File: config.mk
export PLATFORM = sky130hd
export DESIGN_NAME = ccircle_queue
export DESIGN_NICKNAME = d
export VERILOG_FILES = /design/src/sv/ccircle_pkg.sv /design/src/sv/ccircle_queue.sv
export SDC_FILE = /design/constraint.sdc
export NUM_CORES = 1
export LEC_CHECK = 0
export ABC_AREA = 1
export BUFFER_PORTS_ARGS = -buffer_cell sky130_fd_sc_hd__buf_2
export CAP_MARGIN = 10
export CORE_ASPECT_RATIO = 1.5
export CORE_MARGIN = 1.5
export CORE_UTILIZATION = 35
export CTS_CLUSTER_DIAMETER = 40
export DETAILED_ROUTE_END_ITERATION = 12
export MAX_ROUTING_LAYER = met4
export SLEW_MARGIN = 0
export SYNTH_ARGS = -nofsm -noshare
export SYNTH_HDL_FRONTEND = slang
export SYNTH_SLANG_ARGS = --single-unit
File: constraint.sdc
create_clock -name clk -period 2.8 [get_ports clk]
set_input_delay 0.28 -clock clk [delete_from_list [all_inputs] [get_ports clk]]
set_output_delay 0.28 -clock clk [all_outputs]
set_load 0.03 [all_outputs]
File: src/sv/ccircle_pkg.sv
`timescale 1ns / 1ps
package ccircle_pkg;

	localparam int COORD_BITS_DEF = 9;
	localparam int CENTER_W       = 30;
	localparam int RADIUS_W       = 34;
	localparam int QUEUE_DEPTH    = 4;

	// offset magnitude kept for the radius; larger offsets saturate the radius
	localparam int MAG_W  = 31;
	localparam int SQ_W   = 2 * MAG_W + 1;
	// squared distance times 256, padded to an even width for the root
	localparam int RAD_W  = SQ_W + 9;
	localparam int ROOT_W = RAD_W / 2;

	localparam logic signed [63:0] CENTER_MAX   = 64'sd536870911;
	localparam logic signed [63:0] CENTER_MIN   = -64'sd536870912;
	localparam logic [63:0]        OFFSET_LIMIT = 64'd2147483647;
	localparam logic [RADIUS_W-1:0] RADIUS_MAX  = '1;

	typedef struct packed {
		logic full;
		logic empty;
	} q_stat_t;

endpackage

File: src/sv/ccircle_queue.sv
`timescale 1ns / 1ps
module ccircle_queue #(
	parameter int DataW = 8,
	parameter int Depth = ccircle_pkg::QUEUE_DEPTH
) (
	input  logic                 clk,
	input  logic                 arst_n,
	input  logic                 push,
	input  logic [DataW-1:0]     wdata,
	input  logic                 pop,
	output logic [DataW-1:0]     rdata,
	output ccircle_pkg::q_stat_t stat
);
	localparam int PtrW = (Depth > 1) ? $clog2(Depth) : 1;
	localparam int CntW = $clog2(Depth + 1);

	logic [DataW-1:0] mem_q [Depth];
	logic [PtrW-1:0]  wr_q, rd_q;
	logic [CntW-1:0]  count_q;

	assign stat.full  = (count_q == CntW'(Depth));
	assign stat.empty = (count_q == '0);
	assign rdata      = mem_q[rd_q];

	always_ff @(posedge clk or negedge arst_n) begin
		if (!arst_n) begin
			wr_q    <= '0;
			rd_q    <= '0;
			count_q <= '0;
		end else begin
			if (push)
				wr_q <= (wr_q == PtrW'(Depth - 1)) ? '0 : wr_q + 1'b1;
			if (pop)
				rd_q <= (rd_q == PtrW'(Depth - 1)) ? '0 : rd_q + 1'b1;
			if (push && !pop)
				count_q <= count_q + 1'b1;
			else if (pop && !push)
				count_q <= count_q - 1'b1;
		end
	end

	always_ff @(posedge clk) begin
		if (push)
			mem_q[wr_q] <= wdata;
	end

	a_count_range: assert property (@(posedge clk) disable iff (!arst_n)
		count_q <= CntW'(Depth))
		else $error("queue count beyond depth");

	a_count_track: assert property (@(posedge clk) disable iff (!arst_n)
		(push && !pop) |=> count_q == $past(count_q) + 1'b1)
		else $error("queue count missed a write");

endmodule

# Yosys cells after proc, flatten, opt, wreduce, memory -nomap -nowiden
# Memories as Yosys holds them, arrays and structs flattened.
# Index checks and enable logic that the tools add are counted.
[totals]
ff_bits = 7
ram_bits = 32
in_bits = 12
out_inout_bits = 10
memories = 1
[classes]
n_addsub = 4
eq_ne = 3
mux = 6
reduce_logical = 6
[memory_table]
columns = ["name", "words", "word_bits", "rd", "rd_ports_with_merged_regs", "write_ports", "line_no", "rtl"]
rows = [
  ["mem_q", 4, 8, 1, 0, 1, "ccircle_queue.sv:17", "logic [DataW-1:0] mem_q [Depth];"],
]
[op_table]
columns = ["op", "n"]
rows = [
  ["$mux 3", 2],
  ["$add 2x1->2 const B", 2],
  ["$eq 2x2->1 const B", 2],
  ["$mux 2", 2],
  ["$add 3x1->3 const B", 1],
  ["$eq 3x3->1 const B", 1],
  ["$logic_not 3->1", 1],
  ["$sub 3x1->3 const B", 1],
  ["$logic_and 1x1->1", 2],
  ["$logic_not 1->1", 2],
  ["$mux 1", 2],
  ["$reduce_bool 2->1", 1],
]

# Logic depth before layout (Yosys ltp)
[depth]
depth_word = 4
ltp_mapped = 9
depth_no_buf = 9

# Least setup slack after synthesis
# No wires, ideal clock.
[synth_path]
kind = "register to output"
from = "register count_q[0]"
to = "output port stat[1] (netlist name)"
arrival_ps = 1117
required_time_ps = 2520
path_slack_ps = 1403
stages_incl_launch_ff = 2
path_cell_list = "dfrtp_1 -> nor3_1"
[synth_lines]
columns = ["item", "line_no", "rtl"]
rows = [
  ["start: declaration", "ccircle_queue.sv:19", "logic [CntW-1:0] count_q;"],
  ["start signal: assignment", "ccircle_queue.sv:36", "count_q <= count_q + 1'b1;"],
  ["start signal: assignment", "ccircle_queue.sv:38", "count_q <= count_q - 1'b1;"],
  ["end: declaration", "ccircle_queue.sv:12", "output ccircle_pkg::q_stat_t stat"],
]

# Worst setup path after layout
[layout_path]
from = "register rd_q[0]"
to = "output port rdata[5]"
[layout_via]
elab_chain_len = 1
[layout_rtl]
columns = ["item", "line_no", "rtl"]
rows = [
  ["start: declaration", "ccircle_queue.sv:18", "logic [PtrW-1:0] wr_q, rd_q;"],
  ["start signal: assignment", "ccircle_queue.sv:34", "rd_q <= (rd_q == PtrW'(Depth - 1)) ? '0 : rd_q + 1'b1;"],
  ["$mem_v2 4x8", "-", ""],
  ["end: declaration", "ccircle_queue.sv:11", "output logic [DataW-1:0] rdata,"],
]
# No other way between the ends.

==> flow_summary.rst <==
.. list-table::
   :header-rows: 1

   * - Metric
     - Value
   * - Final Util
     - roughly 41%
   * - Fillers
     - 470
   * - Pin count of the biggest net entering global routing
     - 34
   * - Overflow left after global routing
     - 0
   * - Die Footprint
     - 5316 um^2
   * - Crit path largest cell delay
     - 0.41 ns
   * - Critical path endpoint category
     - primary output
   * - Transition time at the pin with the least slew margin
     - approximately 0.49 ns
   * - Proportion of layout cells with a drive suffix above 1
     - 17.54%
   * - Combined area of all synthesized cells
     - between 1500 and 2000 um^2
   * - Nets@finish
     - 189
   * - Path class of the lowest-slack min-delay path
     - primary input to register
   * - Count of flip-flops with a built-in enable after synthesis
     - 32
   * - Largest area contributor in the netlist
     - sky130_fd_sc_hd__edfxtp_1
   * - Clock latency on the worst-skew pair
     - 0.28 ns
   * - WS Path Type
     - register to primary output
   * - H-tree depth
     - 2
   * - Number of ports placed on the die boundary
     - 22
   * - Port Buf Inserts
     - 21
   * - CP max-delay cell
     - sky130_fd_sc_hd__dfrtp_1
   * - Iteration-0 DRC count of the detailed router
     - 19
   * - Detailed Route WL
     - between 2 and 3 mm
   * - Synthesized area per cell
     - 11.78 um^2
   * - Clock tree from TritonCTS
     - yes
   * - Fmax
     - 0.5407 GHz
   * - Largest fanout on the critical path
     - 33
   * - CP Data Required Time
     - 2.52 ns
   * - Routed vias/inst
     - between 4 and 5
   * - CP Cell Sequence
     - inv_2 -> nand2_1 -> o211ai_1 -> nand2_1 -> buf_2
   * - Setup repair after global routing missed its margin
     - false
   * - Arrival @ worst endpoint
     - 1.57 ns
   * - Yosys reg bits
     - 39
   * - Placeable core area
     - 4771 um^2
   * - Synth warnings
     - 0
   * - Max-capacitance violation count
     - 0
   * - Fin crit period
     - 1.849 ns
   * - Diodes inserted
     - 0
   * - Mapped Nets
     - 164
   * - Count of TritonRoute iterations in the first routing pass
     - 4
   * - Cell Rows
     - 31
   * - Clock root cell
     - sky130_fd_sc_hd__clkbuf_8
   * - Leak Pwr
     - 0.8711 nW
   * - Top cell type's share of synthesized area
     - a little under three fifths
   * - Number of CTS-inserted buffers
     - 5
   * - Slew HR
     - roughly 67%
   * - Power per unit of standard cell area
     - 983.5 nW/um^2
   * - Fraction of synthesis flops using an asynchronous set or reset pin
     - 17.95%
   * - Post-synthesis sequential area ratio
     - approximately 67%
   * - Die outline width
     - 60.04 um
   * - WL per Instance
     - 11.53 um
   * - Crit path setup slack, layout
     - 0.9506 ns
   * - Largest cells by area after synthesis
     - sky130_fd_sc_hd__edfxtp_1 56%, sky130_fd_sc_hd__dfrtp_1 10%, sky130_fd_sc_hd__nand2_1 8.8%
   * - Launching element type of the critical path
     - register
   * - Number of antenna violations at the first check in global routing
     - 0
   * - Number of global-route vias before repair
     - 944
   * - Initial cell density of the core
     - 35.80%
   * - Most frequent CP cell
     - sky130_fd_sc_hd__nand2_1
   * - Most frequently used cell type in the post-synthesis netlist
     - sky130_fd_sc_hd__nand2_1
   * - Remaining DRCs
     - 0
   * - Buffer depth of the longest clock path
     - 2
   * - Leading post-synthesis cells by instance count
     - 40 x sky130_fd_sc_hd__nand2_1, 32 x sky130_fd_sc_hd__edfxtp_1, 27 x sky130_fd_sc_hd__inv_1
   * - Clock slew seen by the registers of the worst setup and hold paths
     - 0.07 ns
   * - Result of the run
     - finished clean
   * - Routability Congestion
     - 0.6840
   * - Global-route usage over all layers
     - 11.97%
   * - Global-route wire length before repair
     - 4.374 mm
   * - Final number of max-transition violations
     - 0
   * - Post-cts repair resize count
     - 0
   * - HPWL reported at the end of detailed placement
     - 1.836 mm
   * - CTS sink cnt
     - 39
   * - Number of distinct library cells after synthesis
     - 18
   * - Register-to-Register Setup Slack
     - 1.45 ns
   * - Hold_ws
     - 0.2105 ns
   * - DRT antenna net count
     - 0
   * - Part of the cycle the worst path needs
     - 66.05%
   * - Peak supply drop
     - 524.8 uV
   * - Post-placement worst setup slack
     - around 1.3 ns
   * - Die Y
     - 88.56 um
   * - Number of cells produced by synthesis
     - around 150
   * - Final hold violation count
     - 0
   * - Count of final setup violators
     - 0
   * - Worst clock skew on the final layout
     - around 0.0026 ns
   * - Ys flop type
     - sky130_fd_sc_hd__edfxtp_1
   * - Final sum of negative setup slack
     - 0 ns
   * - Total number of vias
     - around 1000
   * - Area Growth Syn to Fin
     - 14.36%
[critical path: cells and delay by family (launching register included)]
| family | cells | cell delay, ns |
|---|---|---|
| buffers and inverters | 2 | 0.56 |
| AO/OA/AOI/OAI | 1 | 0.10 |
| AND/OR/NAND/NOR | 2 | 0.20 |
| flip-flops | 1 | 0.41 |
[flip-flops by register name, indices dropped and copies added, names as in the netlist]
| name | flops |
|---|---|
| count_q | 3 |
| mem_q | 32 |
| rd_q | 2 |
| wr_q | 2 |
[layout by cell type, fill, tap and decap left out]
cell type	instances
sky130_fd_sc_hd__o21ai_1	1
sky130_fd_sc_hd__ha_1	6
sky130_fd_sc_hd__buf_2	21
sky130_fd_sc_hd__fa_1	1
sky130_fd_sc_hd__dlygate4sd3_1	1
sky130_fd_sc_hd__o211ai_1	16
sky130_fd_sc_hd__nand2_1	40
sky130_fd_sc_hd__dfrtp_1	7
sky130_fd_sc_hd__nor3_1	2
sky130_fd_sc_hd__clkbuf_8	6
sky130_fd_sc_hd__edfxtp_1	32
sky130_fd_sc_hd__clkinv_2	1
sky130_fd_sc_hd__inv_2	2
sky130_fd_sc_hd__nand4_1	1
sky130_fd_sc_hd__o21ai_0	3
sky130_fd_sc_hd__nand3_1	1
sky130_fd_sc_hd__inv_1	27
sky130_fd_sc_hd__xnor2_1	1
sky130_fd_sc_hd__nor2_1	1
sky130_fd_sc_hd__clkbuf_1	1
[per-stage QoR]
step | power [W] | area [um^2] | std cells
floorplan | 0.001406 | 1708 | 145
global placement | 0.001552 | 1852 | 228
detailed placement | 0.001568 | 1852 | 228
CTS | 0.001948 | 1953 | 237
global route | 0.002058 | 1953 | 237
finish | 0.001921 | 1953 | 237
[cell type report]
class | count | area [um^2] | share of cell area [%]
clock buffers | 7 | 86.33 | 4.420
clock inverters | 1 | 5.005 | 0.2562
inverters | 29 | 108.9 | 5.573
multi-input cells | 73 | 419.2 | 21.46
flip-flops and latches | 39 | 1136 | 58.17
well taps | 66 | 82.58 | 4.228
repair buffers | 22 | 115.1 | 5.894
[final timing paths]
path                                           to  cells past startpoint              startpoint
setup / recovery                         rdata[5]                      5     rd_q[0]$_DFFE_PN0P_
hold / removal              mem_q[3][0]$_DFFE_PP_                      1                wdata[0]
setup reg to reg            mem_q[2][1]$_DFFE_PP_                      4     wr_q[0]$_DFFE_PN0P_
hold reg to reg            count_q[2]$_DFFE_PN0P_                      2  count_q[2]$_DFFE_PN0P_
max in group asynchronous  count_q[0]$_DFFE_PN0P_                      2                  arst_n
min in group asynchronous     rd_q[1]$_DFFE_PN0P_                      2                  arst_n
[power breakdown]
group	internal, W	switching (W)	total, W	leakage, nW
sequential	0.000760	0.0000863	0.000846	0.379
clock	0.000198	0.000179	0.000378	0.0482
combinational	0.000210	0.000487	0.000697	0.444
[layer usage]
metal	routed length (um)	part of all wire (%)	up-vias	global-route usage, %
met2	1417	52	17	19.27
met3	104	3.8	6	2.193
met4	72	2.6	0	6.061
li1	-	-	531	-
met1	1138	42	480	14.09
met5	0	0	-	-
[what timing repair did]
action	CTS	global route
hold buffers	1	0
hold endpoints to repair	7	0
buffers inserted	0	0
[cell families (layout without fill, tap and decap cells)]
family                   Yosys count  count (layout)  share of synthesized area, %
buffers and inverters             33              59                         8.938
AND/OR/NAND/NOR                   45              45                         10.26
adder cells (fa/ha/maj)            7               7                         5.568
flip-flops                        39              39                         66.52
AO/OA/AOI/OAI                     20              20                         8.205
XOR/XNOR                           1               1                        0.5129
(Power assumes the default switching activity.)
