**src/sv/ccircle_pkg.sv**
```systemverilog
`timescale 1ns / 1ps
package ccircle_pkg;

	localparam int COORD_BITS_DEF = 9;
	localparam int CENTER_W       = 30;
	localparam int RADIUS_W       = 34;
	localparam int QUEUE_DEPTH    = 4;

	// offset magnitude kept for the radius; larger offsets saturate the radius
	localparam int MAG_W  = 31;
	localparam int SQ_W   = 2 * MAG_W + 1;
	// squared distance times 256, padded to an even width for the root
	localparam int RAD_W  = SQ_W + 9;
	localparam int ROOT_W = RAD_W / 2;

	localparam logic signed [63:0] CENTER_MAX   = 64'sd536870911;
	localparam logic signed [63:0] CENTER_MIN   = -64'sd536870912;
	localparam logic [63:0]        OFFSET_LIMIT = 64'd2147483647;
	localparam logic [RADIUS_W-1:0] RADIUS_MAX  = '1;

	typedef struct packed {
		logic full;
		logic empty;
	} q_stat_t;

endpackage

```
**src/sv/ccircle_if.sv**
```systemverilog
`timescale 1ns / 1ps
interface ccircle_pts_if #(
	parameter int COORD_BITS = ccircle_pkg::COORD_BITS_DEF
);
	logic                  valid;
	logic                  ready;
	logic [COORD_BITS-1:0] ax;
	logic [COORD_BITS-1:0] ay;
	logic [COORD_BITS-1:0] bx;
	logic [COORD_BITS-1:0] by_coord;
	logic [COORD_BITS-1:0] cx;
	logic [COORD_BITS-1:0] cy;

	modport source(output valid, ax, ay, bx, by_coord, cx, cy, input ready);
	modport sink(input valid, ax, ay, bx, by_coord, cx, cy, output ready);
endinterface


```
**src/sv/ccircle_front.sv**
```systemverilog
`timescale 1ns / 1ps
module ccircle_front #(
	parameter int COORD_BITS = ccircle_pkg::COORD_BITS_DEF,
	localparam int N    = COORD_BITS,
	localparam int DW   = 2 * N + 3,
	localparam int NW   = 3 * N + 4,
	localparam int EntW = 1 + 2 * NW + DW + 2 * N
) (
	input  logic                 clk,
	input  logic                 arst_n,
	ccircle_pts_if.sink          pts,
	input  ccircle_pkg::q_stat_t qstat,
	output logic                 push,
	output logic [EntW-1:0]      ent
);
	localparam int BW  = 2 * N + 2;
	localparam int SQW = 2 * N + 1;
	localparam int PW  = 3 * N + 3;

	logic en;

	// stage 1: differences, squares, determinant
	logic signed [N:0]      dxab, dyac, dyab, dxac, dyba, dxca;
	logic [2*N-1:0]         ax2, ay2, bx2, by2, cx2, cy2;
	logic [SQW-1:0]         sq1, sq2, sq3;
	logic signed [2*N+1:0]  p1, p2;
	logic signed [DW-1:0]   det_c;
	logic signed [BW-1:0]   b1_c, b2_c;

	always_comb begin
		dxab = signed'({1'b0, pts.ax}) - signed'({1'b0, pts.bx});
		dyac = signed'({1'b0, pts.ay}) - signed'({1'b0, pts.cy});
		dyab = signed'({1'b0, pts.ay}) - signed'({1'b0, pts.by_coord});
		dxac = signed'({1'b0, pts.ax}) - signed'({1'b0, pts.cx});
		dyba = signed'({1'b0, pts.by_coord}) - signed'({1'b0, pts.ay});
		dxca = signed'({1'b0, pts.cx}) - signed'({1'b0, pts.ax});
		ax2  = pts.ax * pts.ax;
		ay2  = pts.ay * pts.ay;
		bx2  = pts.bx * pts.bx;
		by2  = pts.by_coord * pts.by_coord;
		cx2  = pts.cx * pts.cx;
		cy2  = pts.cy * pts.cy;
		sq1  = SQW'(ax2) + SQW'(ay2);
		sq2  = SQW'(bx2) + SQW'(by2);
		sq3  = SQW'(cx2) + SQW'(cy2);
		p1   = dxab * dyac;
		p2   = dyab * dxac;
		det_c = DW'(p1) - DW'(p2);
		b1_c = signed'({1'b0, sq1}) - signed'({1'b0, sq2});
		b2_c = signed'({1'b0, sq1}) - signed'({1'b0, sq3});
	end

	logic                 v_s1;
	logic signed [DW-1:0] det_s1;
	logic signed [BW-1:0] b1_s1, b2_s1;
	logic signed [N:0]    dyac_s1, dyba_s1, dxca_s1, dxab_s1;
	logic [N-1:0]         ax_s1, ay_s1;

	// stage 2: numerators, halved toward zero
	logic signed [PW-1:0] m1, m2, m3, m4;
	logic signed [NW-1:0] nx, ny, nxr, nyr, hx_c, hy_c;

	always_comb begin
		m1   = dyac_s1 * b1_s1;
		m2   = dyba_s1 * b2_s1;
		m3   = dxca_s1 * b1_s1;
		m4   = dxab_s1 * b2_s1;
		nx   = NW'(m1) + NW'(m2);
		ny   = NW'(m3) + NW'(m4);
		nxr  = nx + signed'({{(NW-1){1'b0}}, nx[NW-1]});
		nyr  = ny + signed'({{(NW-1){1'b0}}, ny[NW-1]});
		hx_c = nxr >>> 1;
		hy_c = nyr >>> 1;
	end

	logic                 v_s2;
	logic                 col_s2;
	logic signed [NW-1:0] hx_s2, hy_s2;
	logic signed [DW-1:0] det_s2;
	logic [N-1:0]         ax_s2, ay_s2;

	assign en        = !(v_s2 && qstat.full);
	assign pts.ready = en;
	assign push      = v_s2 && !qstat.full;
	assign ent       = {col_s2, hx_s2, hy_s2, det_s2, ax_s2, ay_s2};

	always_ff @(posedge clk or negedge arst_n) begin
		if (!arst_n) begin
			v_s1 <= 1'b0;
			v_s2 <= 1'b0;
		end else if (en) begin
			v_s1 <= pts.valid;
			v_s2 <= v_s1;
		end
	end

	always_ff @(posedge clk) begin
		if (en) begin
			det_s1  <= det_c;
			b1_s1   <= b1_c;
			b2_s1   <= b2_c;
			dyac_s1 <= dyac;
			dyba_s1 <= dyba;
			dxca_s1 <= dxca;
			dxab_s1 <= dxab;
			ax_s1   <= pts.ax;
			ay_s1   <= pts.ay;
			col_s2  <= (det_s1 == '0);
			hx_s2   <= hx_c;
			hy_s2   <= hy_c;
			det_s2  <= det_s1;
			ax_s2   <= ax_s1;
			ay_s2   <= ay_s1;
		end
	end

endmodule

```
**src/flat_wrapper.sv**
```systemverilog
// flat-port wrapper written by rule: the top's interface ports become plain ports
module ccircle_front_flat 
#(
	parameter int COORD_BITS = ccircle_pkg::COORD_BITS_DEF,
	localparam int N    = COORD_BITS,
	localparam int DW   = 2 * N + 3,
	localparam int NW   = 3 * N + 4,
	localparam int EntW = 1 + 2 * NW + DW + 2 * N
)
  (clk, arst_n, qstat, push, ent, pts_valid, pts_ax, pts_ay, pts_bx, pts_by_coord, pts_cx, pts_cy, pts_ready);
  ccircle_pts_if #(.COORD_BITS(COORD_BITS)) pts_i ();
  input  logic clk;
  input  logic arst_n;
  input  ccircle_pkg::q_stat_t qstat;
  output logic push;
  output logic [EntW-1:0] ent;
  input wire logic [$bits(pts_i.valid)-1:0] pts_valid;
  input wire logic [$bits(pts_i.ax)-1:0] pts_ax;
  input wire logic [$bits(pts_i.ay)-1:0] pts_ay;
  input wire logic [$bits(pts_i.bx)-1:0] pts_bx;
  input wire logic [$bits(pts_i.by_coord)-1:0] pts_by_coord;
  input wire logic [$bits(pts_i.cx)-1:0] pts_cx;
  input wire logic [$bits(pts_i.cy)-1:0] pts_cy;
  output wire logic [$bits(pts_i.ready)-1:0] pts_ready;
  assign pts_i.valid = pts_valid;
  assign pts_i.ax = pts_ax;
  assign pts_i.ay = pts_ay;
  assign pts_i.bx = pts_bx;
  assign pts_i.by_coord = pts_by_coord;
  assign pts_i.cx = pts_cx;
  assign pts_i.cy = pts_cy;
  assign pts_ready = pts_i.ready;
  ccircle_front #(.COORD_BITS(COORD_BITS)) u_core (.clk(clk), .arst_n(arst_n), .pts(pts_i), .qstat(qstat), .push(push), .ent(ent));
endmodule
```
**config.mk**
```make
export PLATFORM = sky130hd
export DESIGN_NAME = ccircle_front_flat
export DESIGN_NICKNAME = d
export VERILOG_FILES = /design/src/sv/ccircle_pkg.sv /design/src/sv/ccircle_if.sv /design/src/sv/ccircle_front.sv /design/src/flat_wrapper.sv
export SDC_FILE = /design/constraint.sdc
export NUM_CORES = 2
export LEC_CHECK = 0
export ABC_AREA = 1
export BUFFER_PORTS_ARGS = -buffer_cell sky130_fd_sc_hd__buf_2
export CAP_MARGIN = 25
export CORE_ASPECT_RATIO = 0.8
export CORE_MARGIN = 2
export CORE_UTILIZATION = 30
export CTS_CLUSTER_SIZE = 10
export DETAILED_ROUTE_END_ITERATION = 16
export PLACE_DENSITY_LB_ADDON = 0.3
export SLEW_MARGIN = 25
export SYNTH_ARGS = -nofsm -noshare
export SYNTH_HDL_FRONTEND = slang
export SYNTH_SLANG_ARGS = --single-unit
```
**constraint.sdc**
```tcl
create_clock -name clk -period 15.6 [get_ports clk]
set_clock_uncertainty 0.15 [all_clocks]
set_input_delay 0.78 -clock clk [delete_from_list [all_inputs] [get_ports clk]]
set_output_delay 0.78 -clock clk [all_outputs]
set_load 0.005 [all_outputs]
```
# == Word-level counts from Yosys, hierarchy flattened ==
# Index checks and enable logic that the tools add are counted.
# op_classes
n_reduce_logical,5
add_sub_neg,16
n_mul,12
# ops
operator,n
$mul A10 B20 Y30,4
$mul A9 B9 Y18,6
$add A30 B30 Y31,2
$add A31 B2 Y31,2
$sub A9 B9 Y10,6
$add A18 B18 Y19,3
$mul A10 B10 Y20,2
$sub A19 B19 Y20,2
$logic_not A21 Y1,1
$sub A20 B20 Y21,1
$logic_and A1 B1 Y1,2
$logic_not A1 Y1,2
# totals
regBits,221
input_bits,59
output_inout_bits,104
word_cells,50

# == Longest topological paths before layout ==
# logic_depth
depth_word,3
ltp_mapped,40

# == Worst setup path after synthesis ==
# Ideal clock, no wire load.
# synth_path
kind,input -> register
from,input port pts_ay[2]
to,"register u_core.b2_s1[16], data pin"
arrival_ns,8.565
setup_slack_ns,6.623
required_time_ns,15.188
path_buffers,1
cell_stages,32
cell_sequence,clkbuf_1 nand2_1 fa_1 inv_1 fa_1 inv_1 fa_1 inv_1 fa_1 fa_1 inv_1 fa_1 inv_1 ha_1 nand2_1 o21ai_0 nand3_1 nand2_1 xor2_1 fa_1 inv_1 fa_1 fa_1 fa_1 inv_1 ha_1 nand2_1 nor2_1 nand2_1 o21ai_0 a21oi_1 xor2_1
# synth_via
elab_chain_cells,3
# synth_rtl
item,line,source
from (decl),flat_wrapper.sv:19,input wire logic [$bits(pts_i.ay)-1:0] pts_ay;
$mul A9 B9 Y18,ccircle_front.sv:38,ay2 = pts.ay * pts.ay;
$add A18 B18 Y19,ccircle_front.sv:43,sq1 = SQW'(ax2) + SQW'(ay2);
$sub A19 B19 Y20,ccircle_front.sv:50,"b2_c = signed'({1'b0, sq1}) - signed'({1'b0, sq3});"
net u_core.b2_c[16],ccircle_front.sv:28,"logic signed [BW-1:0] b1_c, b2_c;"
to (signal assigned),ccircle_front.sv:101,b2_s1 <= b2_c;
to (decl),ccircle_front.sv:55,"logic signed [BW-1:0] b1_s1, b2_s1;"
# The timed path passes the listed nets, and every way through them passes these cells.
# A chain may end at the register's enable or synchronous reset.

# == Worst setup path after layout ==
# layout_path
from,input port pts_ay[1]
to,"register u_core.b2_s1[15], data pin"
# Same word-level chain as after synthesis.

==> results.md <==
- Die Span Y: 418 um
- Max Fclk: 106 MHz
- Resized Gates After CTS: 0
- Synthesized net count: 9648
- Minimum clock period: 9.44 ns
- Initial detailed-routing violation count: 3069
- Cts hold-fix bufs: 1
- Initial antenna violation count: 9
- Postcts setup bufs: 0
- Fillers: 22400
- Synth Instances: 7653
- Largest net degree at the start of global routing: 119
- Number of remaining DRC errors: 0
- Total clock buffers created by CTS: 35
- DRT antenna net count: 0
- Chip Width: 521 um
- Vias in the first global route: 50300
- Gr ovfl total: 0
- Max_cap viols: 0
- Worst Setup End Kind: register
- Share of layout cells above drive strength 1: 0.0452
- Top Ports: 163
- Overall routed net length: 182000 um
- Core area: 212000 um^2
- EDFF count, synth: 219
- Initial Util: 0.302
- Final Cycle Share: 0.605
- Final setup fails: 0
- DR top layer: met5
- Post-synth cell types: 50
- Wire length on met2: 83900 um
- Post-synth ARST share: 0.00905
- Most used cell, CP: fa_1
- Slowest stage delay, CP: 0.72 ns
- Slew HR: 0.258
- Cell with the most instances after synthesis: inv_1
- Mean post-synth cell area: 8.38 um^2
- Post-route setup TNS: 0 ns
- Layout area overhead: 7.92%
- Global-route wire length before repair: 290000 um
- Area contributors post-synth: fa_1 43%, inv_1 13%, nand2_1 11%
- Synth Register Bits: 221
- Rows: 151
- Cell taking the most area after synthesis: fa_1
- Die ar.: 218000 um^2
- Vias: 47200
- Htree depth: 2
- Critical path class: in2reg
- Tightest Pin Transition: 1.11 ns
- Crit-path slowest cell: xnor2_1
- Post-synthesis cell area: 64100 um^2
- Post-DP HPWL: 155000 um
- Min Hold Slack: 0.237 ns
- Final core occ: 0.326
- Critical path launch point type: input pin
- CP startpoint: pts_ay[1]
- CTS tree: built
- RSZ-0062 raised after global routing: false
- Port buffer count: 161
- Max Slew Vio Count: 0
- Mean routed wirelength per cell: 17.3 um
- Final Hold Viols: 0
- Root Buffer: clkbuf_16
- Overall routing resource usage: 0.172
- Status: completed
- Seq/Total Area, Yosys: 0.103
- Met3 WL: 10300 um
- Ys Warns: 0
- WL met1: 83800 um
- Yosys top cell area share: 0.433
- CTS max path bufs: 3
- HP Start: pts_valid
- Pre-Repair DR Iteration Count: 8
- Commonest cells in the synthesized netlist: 2259 x inv_1, 1832 x nand2_1, 1388 x fa_1, 548 x ha_1, 351 x nor2_1
- Clock transition at path regs: 0.06 ns
- DR vias/cell: 4.48
- Clock Sinks: 221
- Crit-path max FO: 15
- Most used flip-flop cell after synthesis: edfxtp_1
- Layout Nets: 9670
- Worst Path Arrival: 9.70 ns
- RD Place Congestion: 0.907
- Tightest Hold Check Type: in2reg
- Reg-to-reg startpoint: u_core.b2_s1[19]
- Clock latency on the worst-skew pair: 0.68 ns
- Worst Path Required: 15.86 ns
routing by layer:
layer / up-vias / GRT usage
li1: 22000 / -
met1: 24000 / 0.242
met2: 1147 / 0.282
met3: 158 / 0.0221
met4: 2 / 0.0359
met5: - / 0
per-stage QoR:
stage	setup WS, ns	cells	cell area, um^2
after detailed placement	5.48	10500	68100
after floorplan	6.62	7653	64100
after global placement	5.40	10500	68000
after CTS	6.22	10500	69200
final	6.16	10500	69200
after global routing	5.60	10500	69200
sequential cells by signal, indices dropped and copies added, names as in the netlist, 10 cells and up:
| signal | cells |
|---|---|
| u_core.hx_s2 | 30 |
| u_core.hy_s2 | 30 |
| u_core.det_s1 | 21 |
| u_core.det_s2 | 21 |
| u_core.b1_s1 | 20 |
| u_core.b2_s1 | 20 |
| u_core.dxab_s1 | 10 |
| u_core.dxca_s1 | 10 |
| u_core.dyac_s1 | 10 |
| u_core.dyba_s1 | 10 |
area by class of cell:
type                    count  area (um^2)  share of cell area
clock inverters            18          221             0.00320
flip-flops and latches    221         6630              0.0957
multi-input cells        4920        48100               0.695
diodes                      2         5.00           0.0000723
inverters                2277         8550               0.123
repair buffers            220         1300              0.0188
well taps                2830         3540              0.0511
clock buffers              42          902              0.0130
worst max-delay path: cells and delay by family:
family	cells	cell delay, ns
AO/OA/AOI/OAI	4	0.48
AND/OR/NAND/NOR	6	0.92
buffers and inverters	8	0.79
XOR/XNOR	2	0.87
adder cells (fa/ha/maj)	12	5.83
placed cells by master (no fill, tap or decap), drive strengths merged, types with 42 or more instances in the layout:
cell / n
inv: 2270
nand2: 1843
fa: 1388
ha: 548
nor2: 373
edfxtp: 219
buf: 219
a21oi: 159
nand3: 146
xor2: 127
xnor2: 78
o21ai: 76
nand4: 62
clkbuf: 42
cells by family (layout without fill, tap and decap cells):
logic type	after synthesis	in the layout	share of synthesized area
buffers and inverters	2512	2557	0.147
AND/OR/NAND/NOR	2494	2494	0.156
adder cells (fa/ha/maj)	1936	1936	0.540
AO/OA/AOI/OAI	285	285	0.0246
flip-flops	221	221	0.103
XOR/XNOR	205	205	0.0286
other	0	2	0
final timing paths:
check / to / slack, ns / cells after the start
worst max-delay path: u_core.b2_s1[15] / 6.16 / 32
worst min-delay path: u_core.v_s1 / 0.24 / 3
worst max register to register: u_core.hy_s2[27] / 6.39 / 32
worst min register to register: u_core.ax_s2[4] / 0.24 / 0
max in group asynchronous: u_core.v_s1 / 14.87 / 2
min in group asynchronous: u_core.v_s2 / 0.34 / 2
Power is not shown: default switching activity piles up to over one toggle a cycle in this logic, so the estimate is an artifact.
